File: src/rtl/core/pfe_pkg.sv
// ----------------------------------------------------------------------------
// pfe_pkg
// Types, letter codes and square helpers shared by the playfair encryptor.
// ----------------------------------------------------------------------------
package pfe_pkg;

  // letter code, A=0 .. Z=25
  typedef logic [4:0] letter_t;
  // square cell number, row*5+col
  typedef logic [4:0] cell_t;
  // row or column inside the square
  typedef logic [2:0] coord_t;

  // kind of an input transaction
  typedef enum logic [1:0] {
    REQ_KEY     = 2'd0,
    REQ_KEY_END = 2'd1,
    REQ_TEXT    = 2'd2,
    REQ_MSG_END = 2'd3
  } req_t;

  // memory depths
  localparam int SQ_DEPTH     = 25;
  localparam int LETTER_DEPTH = 26;

  // letter codes with a special role
  localparam letter_t LET_I     = 5'd8;
  localparam letter_t LET_J     = 5'd9;
  localparam letter_t LET_X     = 5'd23;
  localparam letter_t LET_Y     = 5'd24;
  localparam letter_t LET_LIMIT = 5'd26;
  localparam letter_t LET_LAST  = 5'd25;

  // square geometry
  localparam cell_t  FILL_LIMIT = 5'd25;
  localparam coord_t SIDE_LAST  = 3'd4;

  typedef struct packed {
    coord_t row;
    coord_t col;
  } place_t;

  // commands from the controller to the square memories
  typedef struct packed {
    logic    wr_en;
    cell_t   wr_cell;
    letter_t wr_letter;
    logic    pl_rd_en;
    letter_t pl_addr_a;
    letter_t pl_addr_b;
    logic    sq_rd_en;
    cell_t   sq_addr_a;
    cell_t   sq_addr_b;
  } store_cmd_t;

  // registered read data of the square memories
  typedef struct packed {
    cell_t   pl_data_a;
    cell_t   pl_data_b;
    letter_t sq_data_a;
    letter_t sq_data_b;
  } store_rsp_t;

  // one encrypted pair
  typedef struct packed {
    letter_t first;
    letter_t second;
  } pair_t;

  // cell number into row and column, (p/5)%5 and p%5 by range compares
  function automatic place_t split_place(cell_t p);
    place_t res;
    if (p >= 5'd30) begin
      res.row = 3'd1;
      res.col = 3'(p - 5'd30);
    end else if (p >= 5'd25) begin
      res.row = 3'd0;
      res.col = 3'(p - 5'd25);
    end else if (p >= 5'd20) begin
      res.row = 3'd4;
      res.col = 3'(p - 5'd20);
    end else if (p >= 5'd15) begin
      res.row = 3'd3;
      res.col = 3'(p - 5'd15);
    end else if (p >= 5'd10) begin
      res.row = 3'd2;
      res.col = 3'(p - 5'd10);
    end else if (p >= 5'd5) begin
      res.row = 3'd1;
      res.col = 3'(p - 5'd5);
    end else begin
      res.row = 3'd0;
      res.col = 3'(p);
    end
    return res;
  endfunction

  // step one place right or down with wrap
  function automatic coord_t next_coord(coord_t v);
    return (v >= SIDE_LAST) ? 3'd0 : 3'(v + 3'd1);
  endfunction

  // row and column back into a cell number
  function automatic cell_t cell_index(place_t p);
    return ({2'b00, p.row} << 2) + {2'b00, p.row} + {2'b00, p.col};
  endfunction

endpackage

File: src/rtl/core/pfe_store.sv
// ----------------------------------------------------------------------------
// pfe_store
// Square memories: cell to letter and letter to cell, one write port and two
// registered read ports each.
// ----------------------------------------------------------------------------
module pfe_store (
  input  logic                clk,
  input  pfe_pkg::store_cmd_t cmd,
  output pfe_pkg::store_rsp_t rsp
);

  pfe_pkg::letter_t sq_mem [pfe_pkg::SQ_DEPTH];
  pfe_pkg::cell_t   pl_mem [pfe_pkg::LETTER_DEPTH];

  pfe_pkg::letter_t sq_a_r;
  pfe_pkg::letter_t sq_b_r;
  pfe_pkg::cell_t   pl_a_r;
  pfe_pkg::cell_t   pl_b_r;

  // square letters by cell
  always_ff @(posedge clk) begin
    if (cmd.wr_en) begin
      sq_mem[cmd.wr_cell] <= cmd.wr_letter;
    end
    if (cmd.sq_rd_en) begin
      sq_a_r <= sq_mem[cmd.sq_addr_a];
      sq_b_r <= sq_mem[cmd.sq_addr_b];
    end
  end

  // cell of each letter
  always_ff @(posedge clk) begin
    if (cmd.wr_en) begin
      pl_mem[cmd.wr_letter] <= cmd.wr_cell;
    end
    if (cmd.pl_rd_en) begin
      pl_a_r <= pl_mem[cmd.pl_addr_a];
      pl_b_r <= pl_mem[cmd.pl_addr_b];
    end
  end

  assign rsp.pl_data_a = pl_a_r;
  assign rsp.pl_data_b = pl_b_r;
  assign rsp.sq_data_a = sq_a_r;
  assign rsp.sq_data_b = sq_b_r;

endmodule

File: src/rtl/core/pfe_obuf.sv
// ----------------------------------------------------------------------------
// pfe_obuf
// Output buffer: holds one encrypted pair and sends it as two transactions.
// ----------------------------------------------------------------------------
module pfe_obuf (
  input  logic           clk,
  input  logic           rst_n,
  input  logic           ld_valid,
  input  pfe_pkg::pair_t ld_pair,
  output logic           ld_ready,
  output logic           out_tvalid,
  input  logic           out_tready,
  output logic [7:0]     out_tdata,   // [4:0] cipher_letter, [7:5] zero
  output logic           out_tlast
);

  // letters still to send: 2 both, 1 second only, 0 empty
  logic [1:0]     cnt_r;
  logic [1:0]     cnt_nxt;
  pfe_pkg::pair_t pair_r;

  assign ld_ready = (cnt_r == 2'd0);

  // count update
  always_comb begin
    cnt_nxt = cnt_r;
    if (ld_valid && ld_ready) begin
      cnt_nxt = 2'd2;
    end else if (out_tvalid && out_tready) begin
      cnt_nxt = cnt_r - 2'd1;
    end
  end

  always_ff @(posedge clk) begin
    if (!rst_n) begin
      cnt_r <= 2'd0;
    end else begin
      cnt_r <= cnt_nxt;
    end
  end

  // pair payload
  always_ff @(posedge clk) begin
    if (ld_valid && ld_ready) begin
      pair_r <= ld_pair;
    end
  end

  // result channel
  assign out_tvalid = (cnt_r != 2'd0);
  assign out_tdata  = {3'b000, (cnt_r == 2'd2) ? pair_r.first : pair_r.second};
  assign out_tlast  = (cnt_r == 2'd1);

endmodule

File: src/rtl/core/pfe_ctrl.sv
// ----------------------------------------------------------------------------
// pfe_ctrl
// Sequencer: key placement, key-end fill sweep, text pairing and the two
// memory lookups of each pair.
// ----------------------------------------------------------------------------
module pfe_ctrl (
  input  logic                clk,
  input  logic                rst_n,
  input  logic                in_tvalid,
  output logic                in_tready,
  input  pfe_pkg::req_t       in_req,
  input  pfe_pkg::letter_t    in_letter,
  output pfe_pkg::store_cmd_t cmd,
  input  pfe_pkg::store_rsp_t rsp,
  output logic                ld_valid,
  output pfe_pkg::pair_t      ld_pair,
  input  logic                ld_ready
);

  typedef enum logic [3:0] {
    ST_IDLE  = 4'b0001,
    ST_FILL  = 4'b0010,
    ST_PLACE = 4'b0100,
    ST_CELL  = 4'b1000
  } state_t;

  state_t           state_r, state_nxt;
  logic [25:0]      seen_r, seen_nxt;
  pfe_pkg::cell_t   fc_r, fc_nxt;
  pfe_pkg::letter_t fill_idx_r, fill_idx_nxt;
  logic             pend_v_r, pend_v_nxt;
  pfe_pkg::letter_t pend_l_r, pend_l_nxt;
  logic             xx_r, xx_nxt;

  logic             acc;
  logic             let_ok;
  pfe_pkg::letter_t let_f;
  pfe_pkg::letter_t pair_b;
  logic             pair_go;
  pfe_pkg::place_t  pa, pb, ta, tb;

  assign in_tready = (state_r == ST_IDLE);
  assign acc       = in_tvalid && in_tready;

  // letter check and J folded into I
  assign let_ok = (in_letter < pfe_pkg::LET_LIMIT);
  assign let_f  = (in_letter == pfe_pkg::LET_J) ? pfe_pkg::LET_I : in_letter;

  // partner of the pending letter
  assign pair_b = (in_req == pfe_pkg::REQ_TEXT && let_f != pend_l_r) ? let_f : pfe_pkg::LET_X;

  // playfair rule on the looked-up places
  always_comb begin
    pa = pfe_pkg::split_place(rsp.pl_data_a);
    pb = pfe_pkg::split_place(rsp.pl_data_b);
    if (pa.row == pb.row) begin
      ta = '{row: pa.row, col: pfe_pkg::next_coord(pa.col)};
      tb = '{row: pb.row, col: pfe_pkg::next_coord(pb.col)};
    end else if (pa.col == pb.col) begin
      ta = '{row: pfe_pkg::next_coord(pa.row), col: pb.col};
      tb = '{row: pfe_pkg::next_coord(pb.row), col: pb.col};
    end else begin
      ta = '{row: pa.row, col: pb.col};
      tb = '{row: pb.row, col: pa.col};
    end
  end

  // result pair, X-X gives Y-Y
  assign ld_pair.first  = xx_r ? pfe_pkg::LET_Y : rsp.sq_data_a;
  assign ld_pair.second = xx_r ? pfe_pkg::LET_Y : rsp.sq_data_b;

  // sequencer
  always_comb begin
    state_nxt    = state_r;
    seen_nxt     = seen_r;
    fc_nxt       = fc_r;
    fill_idx_nxt = fill_idx_r;
    pend_v_nxt   = pend_v_r;
    pend_l_nxt   = pend_l_r;
    xx_nxt       = xx_r;
    cmd          = '0;
    ld_valid     = 1'b0;
    pair_go      = 1'b0;
    unique case (state_r)
      ST_IDLE: begin
        if (acc) begin
          case (in_req)
            pfe_pkg::REQ_KEY: begin
              if (let_ok && !seen_r[let_f] && fc_r < pfe_pkg::FILL_LIMIT) begin
                cmd.wr_en       = 1'b1;
                cmd.wr_cell     = fc_r;
                cmd.wr_letter   = let_f;
                seen_nxt[let_f] = 1'b1;
                fc_nxt          = fc_r + 5'd1;
              end
            end
            pfe_pkg::REQ_KEY_END: begin
              state_nxt    = ST_FILL;
              fill_idx_nxt = '0;
              pend_v_nxt   = 1'b0;
              pend_l_nxt   = '0;
            end
            pfe_pkg::REQ_TEXT: begin
              if (let_ok) begin
                if (!pend_v_r) begin
                  pend_v_nxt = 1'b1;
                  pend_l_nxt = let_f;
                end else begin
                  pair_go = 1'b1;
                  // a doubled letter stays pending
                  if (let_f != pend_l_r) begin
                    pend_v_nxt = 1'b0;
                    pend_l_nxt = '0;
                  end
                end
              end
            end
            pfe_pkg::REQ_MSG_END: begin
              if (pend_v_r) begin
                pair_go    = 1'b1;
                pend_v_nxt = 1'b0;
                pend_l_nxt = '0;
              end
            end
            default: ;
          endcase
          // look up both places of the pair
          if (pair_go) begin
            cmd.pl_rd_en  = 1'b1;
            cmd.pl_addr_a = pend_l_r;
            cmd.pl_addr_b = pair_b;
            xx_nxt        = (pend_l_r == pfe_pkg::LET_X) && (pair_b == pfe_pkg::LET_X);
            state_nxt     = ST_PLACE;
          end
        end
      end
      ST_FILL: begin
        // one letter a cycle in alphabetical order
        if (fill_idx_r != pfe_pkg::LET_J && !seen_r[fill_idx_r]
            && fc_r < pfe_pkg::FILL_LIMIT) begin
          cmd.wr_en     = 1'b1;
          cmd.wr_cell   = fc_r;
          cmd.wr_letter = fill_idx_r;
          fc_nxt        = fc_r + 5'd1;
        end
        fill_idx_nxt = fill_idx_r + 5'd1;
        if (fill_idx_r == pfe_pkg::LET_LAST) begin
          seen_nxt  = '0;
          fc_nxt    = '0;
          state_nxt = ST_IDLE;
        end
      end
      ST_PLACE: begin
        cmd.sq_rd_en  = 1'b1;
        cmd.sq_addr_a = pfe_pkg::cell_index(ta);
        cmd.sq_addr_b = pfe_pkg::cell_index(tb);
        state_nxt     = ST_CELL;
      end
      ST_CELL: begin
        ld_valid = 1'b1;
        if (ld_ready) begin
          state_nxt = ST_IDLE;
        end
      end
      default: begin
        state_nxt = ST_IDLE;
      end
    endcase
  end

  // control registers
  always_ff @(posedge clk) begin
    if (!rst_n) begin
      state_r    <= ST_IDLE;
      seen_r     <= '0;
      fc_r       <= '0;
      fill_idx_r <= '0;
      pend_v_r   <= 1'b0;
      pend_l_r   <= '0;
      xx_r       <= 1'b0;
    end else begin
      state_r    <= state_nxt;
      seen_r     <= seen_nxt;
      fc_r       <= fc_nxt;
      fill_idx_r <= fill_idx_nxt;
      pend_v_r   <= pend_v_nxt;
      pend_l_r   <= pend_l_nxt;
      xx_r       <= xx_nxt;
    end
  end

  // square never holds more than 25 letters
  a_fill_bound: assert property (@(posedge clk) disable iff (!rst_n)
    fc_r <= pfe_pkg::FILL_LIMIT)
    else $error("fill count beyond square size");

  // end of the fill sweep leaves a fresh key state
  a_fill_done: assert property (@(posedge clk) disable iff (!rst_n)
    (state_r == ST_FILL && fill_idx_r == pfe_pkg::LET_LAST)
    |=> (state_r == ST_IDLE && fc_r == '0 && seen_r == '0))
    else $error("key state not cleared after fill");

  // writes and lookups never share a cycle, so no forwarding is needed
  a_no_rw_overlap: assert property (@(posedge clk) disable iff (!rst_n)
    !(cmd.wr_en && (cmd.pl_rd_en || cmd.sq_rd_en)))
    else $error("memory write during lookup");

  // square read data holds while the output buffer is busy
  a_cell_hold: assert property (@(posedge clk) disable iff (!rst_n)
    (ld_valid && !ld_ready)
    |=> (state_r == ST_CELL && $stable(rsp.sq_data_a) && $stable(rsp.sq_data_b)))
    else $error("square data lost during stall");

endmodule

File: src/rtl/core/playfair_encryptor.sv
// ----------------------------------------------------------------------------
// playfair_encryptor
// Playfair cipher: builds a 5x5 key square and encrypts text letter pairs.
// ----------------------------------------------------------------------------
// Input channel: in_tuser carries the kind (key letter, key end, text letter,
// message end), in_tdata[4:0] the letter (A=0 .. Z=25). Result channel:
// out_tdata[4:0] carries a cipher letter, out_tlast marks the second letter
// of each pair. A pair is sent as two transactions.
// New key letters are written into the square on acceptance; text letters that
// only become pending are held. A key end starts a sweep over all 26 letters
// that fills the rest of the square in alphabetical order, skipping J.
// An item that completes a pair goes through a place lookup in the
// letter-to-cell memory, a letter lookup in the cell-to-letter memory, then a
// load into the output buffer, from whose register its first result is sent.
// Both memories have a registered read.
// When the receiver stalls, the buffered pair waits in the output buffer and
// the next item is still taken; a further pair waits in the lookup stage
// until the buffer is free, with in_tready low.
// Reset clears the key state, the pending letter and the output buffer; the
// square memories hold no valid data until a key end has completed.
// ----------------------------------------------------------------------------
module playfair_encryptor (
  input  logic       clk,
  input  logic       rst_n,
  input  logic       in_tvalid,
  output logic       in_tready,
  input  logic [7:0] in_tdata,   // [4:0] letter, [7:5] zero
  input  logic [1:0] in_tuser,   // [1:0] req_type
  output logic       out_tvalid,
  input  logic       out_tready,
  output logic [7:0] out_tdata,  // [4:0] cipher_letter, [7:5] zero
  output logic       out_tlast
);

  pfe_pkg::store_cmd_t cmd;
  pfe_pkg::store_rsp_t rsp;
  pfe_pkg::pair_t      ld_pair;
  logic                ld_valid;
  logic                ld_ready;
  pfe_pkg::req_t       in_req;

  assign in_req = pfe_pkg::req_t'(in_tuser);

  // pairing and lookup sequencer
  pfe_ctrl u_ctrl (
    .clk       (clk),
    .rst_n     (rst_n),
    .in_tvalid (in_tvalid),
    .in_tready (in_tready),
    .in_req    (in_req),
    .in_letter (in_tdata[4:0]),
    .cmd       (cmd),
    .rsp       (rsp),
    .ld_valid  (ld_valid),
    .ld_pair   (ld_pair),
    .ld_ready  (ld_ready)
  );

  // key square memories
  pfe_store u_store (
    .clk (clk),
    .cmd (cmd),
    .rsp (rsp)
  );

  // result buffer
  pfe_obuf u_obuf (
    .clk        (clk),
    .rst_n      (rst_n),
    .ld_valid   (ld_valid),
    .ld_pair    (ld_pair),
    .ld_ready   (ld_ready),
    .out_tvalid (out_tvalid),
    .out_tready (out_tready),
    .out_tdata  (out_tdata),
    .out_tlast  (out_tlast)
  );

endmodule
File: config.mk
export PLATFORM = sky130hd
export DESIGN_NAME = playfair_encryptor
export DESIGN_NICKNAME = d
export VERILOG_FILES = /design/src/rtl/core/pfe_pkg.sv /design/src/rtl/core/pfe_store.sv /design/src/rtl/core/pfe_obuf.sv /design/src/rtl/core/pfe_ctrl.sv /design/src/rtl/core/playfair_encryptor.sv
export SDC_FILE = /design/constraint.sdc
export NUM_CORES = 1
export LEC_CHECK = 0
export BUFFER_PORTS_ARGS = -buffer_cell sky130_fd_sc_hd__buf_2
export CAP_MARGIN = 20
export CORE_ASPECT_RATIO = 1.5
export CORE_MARGIN = 2
export CORE_UTILIZATION = 58
export DETAILED_ROUTE_END_ITERATION = 8
export PLACE_DENSITY = 0.77
export SLEW_MARGIN = 10
export SYNTH_ARGS = -nofsm -noshare
export SYNTH_HDL_FRONTEND = slang
export SYNTH_SLANG_ARGS = --single-unit
File: constraint.sdc
create_clock -name clk -period 5.35 [get_ports clk]
set_input_delay 0.535 -clock clk [delete_from_list [all_inputs] [get_ports clk]]
set_output_delay 0.535 -clock clk [all_outputs]
set_load 0.005 [all_outputs]
==> metrics.md <==
| Metric | Value |
|---|---|
| Mapped cell area | between 0.015 and 0.02 sq mm |
| Synth Flop Type | edfxtp_1 |
| Post-synth top area share | 0.4647 |
| Critical path's top delay family | adder cells |
| Worst hold path class | in2reg |
| First-pass GRT wire length | 76010 um |
| Hold EP | u_ctrl.state_r[0] |
| FF+latch area | 0.009539 sq mm |
| DR iter-0 viols | roughly 1500 |
| Area of the multi-input gates | between 0.008 and 0.009 sq mm |
| Worst relative slew slack | 0.2425 |
| Clk root buf | clkbuf_16 |
| Synth area leader | edfxtp_1 |
| R2R Path End | u_store.sq_b_r[3] |
| CP max FO | 7 |
| Vias per inst | between 6 and 7 |
| Non-Filler Instances | roughly 2300 |
| Worst-margin pin slew | between 1 and 1.5 ns |
| Pin count of the biggest net entering global routing | 37 |
| Routed WL per cell | ~22 um |
| Share of layout cells above drive strength 1 | 0.2044 |
| Global Route Usage Sum | 0.2945 |
| RSZ-0062 raised after global routing | true |
| Die width | about 150 um |
| CTS Hold Bufs | 0 |
| Post-Route Utilization | 0.6766 |
| I/O pin cnt | 25 |
| Buffers added on ports | 18 |
| Core area | 0.03114 sq mm |
| Mapped Avg Cell Area | around 10 sq um |
| Status | finished, final reports clean |
| Hold Crit Start | rst_n |
| Required time worst endpoint | about 5.7 ns |
| Post-Synthesis Cells | about 1800 |
| Yosys reg bits | around 330 |
| CP cell instances | inv_2, ha_4, a2111oi_4, nor3_1, or4_4, a31oi_4, a221oi_4, xnor2_2, and3_4, buf_6, buf_4, o21a_1, fa_1, fa_2, buf_6, nor2_4, buf_6, a311oi_1, buf_4, a31oi_2, nand2_1, o21ai_2, mux2i_1 |
| Fin. max-slew vios | 0 |
| Setup Crit Path Kind | reg2reg |
| Final Net Count | 1889 |
| Met2 GRT Util | 0.5268 |
| Slowest CP cell | fa_1 |
| Post-synthesis sequential area ratio | 0.5180 |
| Clock buffer depth | 3 |
| Final Setup Violations | 0 |
| # DRC | 0 |
| Clock transition at path regs | about 0.070 ns |
| Max incr delay on CP | ~0.59 ns |
| Minimum clock period | around 5.3 ns |
| Total power | ~5900 uW |
| Initial core utilization | 0.5915 |
| Final Skew | ~0.015 ns |
| Number of max-cap violations | 0 |
| Die Y | 222.2 um |
| Worst vdd ir | 0.0002527 V |
| Worst-Skew Late Latency | around 0.58 ns |
| FILL cells | between 2000 and 2500 |
| Clock sink total | around 330 |
| R2R Path Start | u_store.pl_b_r[1] |
| Via count | 14480 |
| Fin crit share | 0.9815 |
| Hpwl dp | ~35000 um |
| Ys Warns | 0 |
| Die footprint | 0.03322 sq mm |
| Synth cell types | 73 |
| CP Buf/Inv Count | 6 |
| RePlAce Congestion | 0.9444 |
| Number of flops mapped to enable cells by yosys | approximately 290 |
| Hold Violations, Final | 0 |
| Vias in the first global route | about 14000 |
| Met1 usage | 0.3386 |
| Most frequent CP cell | buf_6 |
| Critical Path Stages | 23 |
| Antenna Violating Nets Remaining | 0 |
| Number of iterations in the first detailed-routing pass | 6 |
| TritonCTS buffer count | 30 |
| Reg2reg path depth | 23 |
| Antenna cell count | 0 |
| Setup Slack @ Placement | -0.2575 ns |
| Hold Path Stages | 2 |
| Post-synth ARST share | 0 |
| Placed insts | around 2200 |
| Grt ovf | 0 |
| Synth-to-Final Area Change | 14.40% |
| Endpoint class of the critical path | flip-flop |
| Total Wirelength | around 50000 um |
| Largest cells by area after synthesis | edfxtp_1, nand2_1, dfxtp_1, mux2i_1, mux4_2 |
| Power per cell area | between 200 and 300 mW/mm^2 |
| Final hold slack | approximately 0.34 ns |
| CTS tree | done |
| Critical path arrival | 5.58 ns |
| Routing usage on met3 | 0.02998 |
| Leakage Power | roughly 0.008 uW |
| CP startpoint kind | flip-flop |
| Antenna violations before repair | 0 |
| Max Freq | 190.4 MHz |
| H-tree Lvls | 1 |
| Reg2reg setup slack | just under 0.1 ns |
| Core Rows | between 70 and 80 |
| GRT Max-Usage Layer | met2 |
| Final WS setup | 0.09885 ns |
-- per-stage QoR --
stage,setup TNS [ns],instance area [sq um]
3_5_place_dp,-1.889,19580
5_1_grt,-0.6873,21070
4_1_cts,-0.02118,20560
3_3_place_gp,-1.113,19580
6_report,0,21070
2_1_floorplan,0,18420
-- worst max path at each step --
stage	slack [ns]	endpoint	from
floorplan	0.002	u_store.sq_b_r[0]	u_store.pl_b_r[1]
global placement	-0.16	u_store.sq_a_r[1]	u_store.pl_a_r[1]
detailed placement	-0.26	u_store.sq_a_r[1]	u_store.pl_b_r[1]
CTS	-0.01	u_store.sq_b_r[0]	u_store.pl_b_r[1]
global route	-0.09	u_store.sq_b_r[3]	u_store.pl_b_r[1]
finish	0.1	u_store.sq_b_r[3]	u_store.pl_b_r[1]
-- state kept, by name (all words and copies together), names as in the netlist --
name / flops
u_ctrl.pend_v_r: 1
u_store.sq_b_r: 5
u_store.pl_b_r: 5
u_store.sq_mem: 125
u_store.pl_mem: 130
u_ctrl.pend_l_r: 5
u_store.pl_a_r: 5
u_ctrl.fill_idx_r: 5
u_ctrl.xx_r: 1
u_store.sq_a_r: 5
u_ctrl.seen_r: 26
u_obuf.pair_r: 10
u_ctrl.state_r: 4
u_obuf.cnt_r: 2
u_ctrl.fc_r: 5
-- placed cells by master, fill, tap and decap left out, drive strengths merged, types with 28 or more instances in the layout --
cell type / count
edfxtp: 285
nand2: 272
buf: 166
nor2: 139
nand3: 104
a21oi: 84
mux2i: 78
o21ai: 59
dfxtp: 49
inv: 47
nor3: 42
a211oi: 37
mux2: 35
clkbuf: 34
ha: 34
mux4: 33
o211ai: 31
and3: 28
-- cells in the mapped netlist, types with 5 or more instances --
library cell / instances
dfxtp_1: 49
nand3_1: 104
a32oi_1: 7
xnor2_1: 17
a21oi_1: 84
inv_1: 46
clkbuf_1: 86
nand2_1: 272
o21ai_0: 58
and2_1: 19
o211a_1: 10
mux2_2: 35
a311oi_1: 10
or2_2: 8
edfxtp_1: 285
a21o_1: 9
a211oi_1: 36
buf_4: 6
a31o_2: 7
nand4_1: 19
and3_1: 28
nor2b_1: 20
nand2b_1: 24
o21a_1: 9
or3_1: 17
buf_2: 19
buf_1: 8
o22ai_1: 11
nor2_1: 136
a31oi_1: 27
mux2i_1: 78
o211ai_1: 31
nor3_1: 42
mux4_2: 33
or4b_2: 5
ha_1: 34
-- report_power, final --
part           leakage (uW)  internal [uW]  total (uW)  switching (uW)
Clock              0.000448           1100        2050             945
Combinational       0.00419            415        1020             603
Sequential          0.00320           2840        2870            32.4
-- kinds of logic (layout without fill, tap and decap cells) --
family,count (synthesis),after routing,share of synthesized area
AO/OA/AOI/OAI,338,338,0.1223
XOR/XNOR,21,21,0.009987
buffers and inverters,167,266,0.03703
flip-flops,334,334,0.5180
other,1,3,0.0002036
adder cells (fa/ha/maj),38,38,0.02745
AND/OR/NAND/NOR,713,713,0.1809
multiplexers,146,146,0.1042
-- metal layers --
layer / share of wire / wire length, um / vias to the layer above
met1: 0.36 / 18050 / 7002
met2: 0.52 / 26050 / 619
met5: 0 / 0 / -
met4: 0.064 / 3192 / 0
li1: - / - / 6675
met3: 0.054 / 2675 / 188
-- what timing repair did --
action,in CTS,in global routing
buffers inserted,1,11
cloned,0,2
resized for setup,15,91
pin swaps,3,26
setup endpoints to repair,10,10
-- cell type report --
class / instances / area share
Inverter: 46 / 0.008196
Clock buffer: 34 / 0.03736
Sequential cell: 334 / 0.4528
Timing Repair Buffer: 166 / 0.06093
Multi-Input combinational cell: 1259 / 0.4104
Clock inverter: 20 / 0.006236
Tap cell: 405 / 0.02405
-- worst reg2reg max path: cells and delay by family, from the launching register on --
kind | cells | cell delay [ns]
buf+inv | 6 | 0.85
flops | 1 | 0.47
xor+xnor | 1 | 0.16
fa+ha+maj | 3 | 1.29
mux | 1 | 0.10
simple gates | 5 | 1.01
compound gates | 7 | 1.11
(Power assumes the default switching activity.)
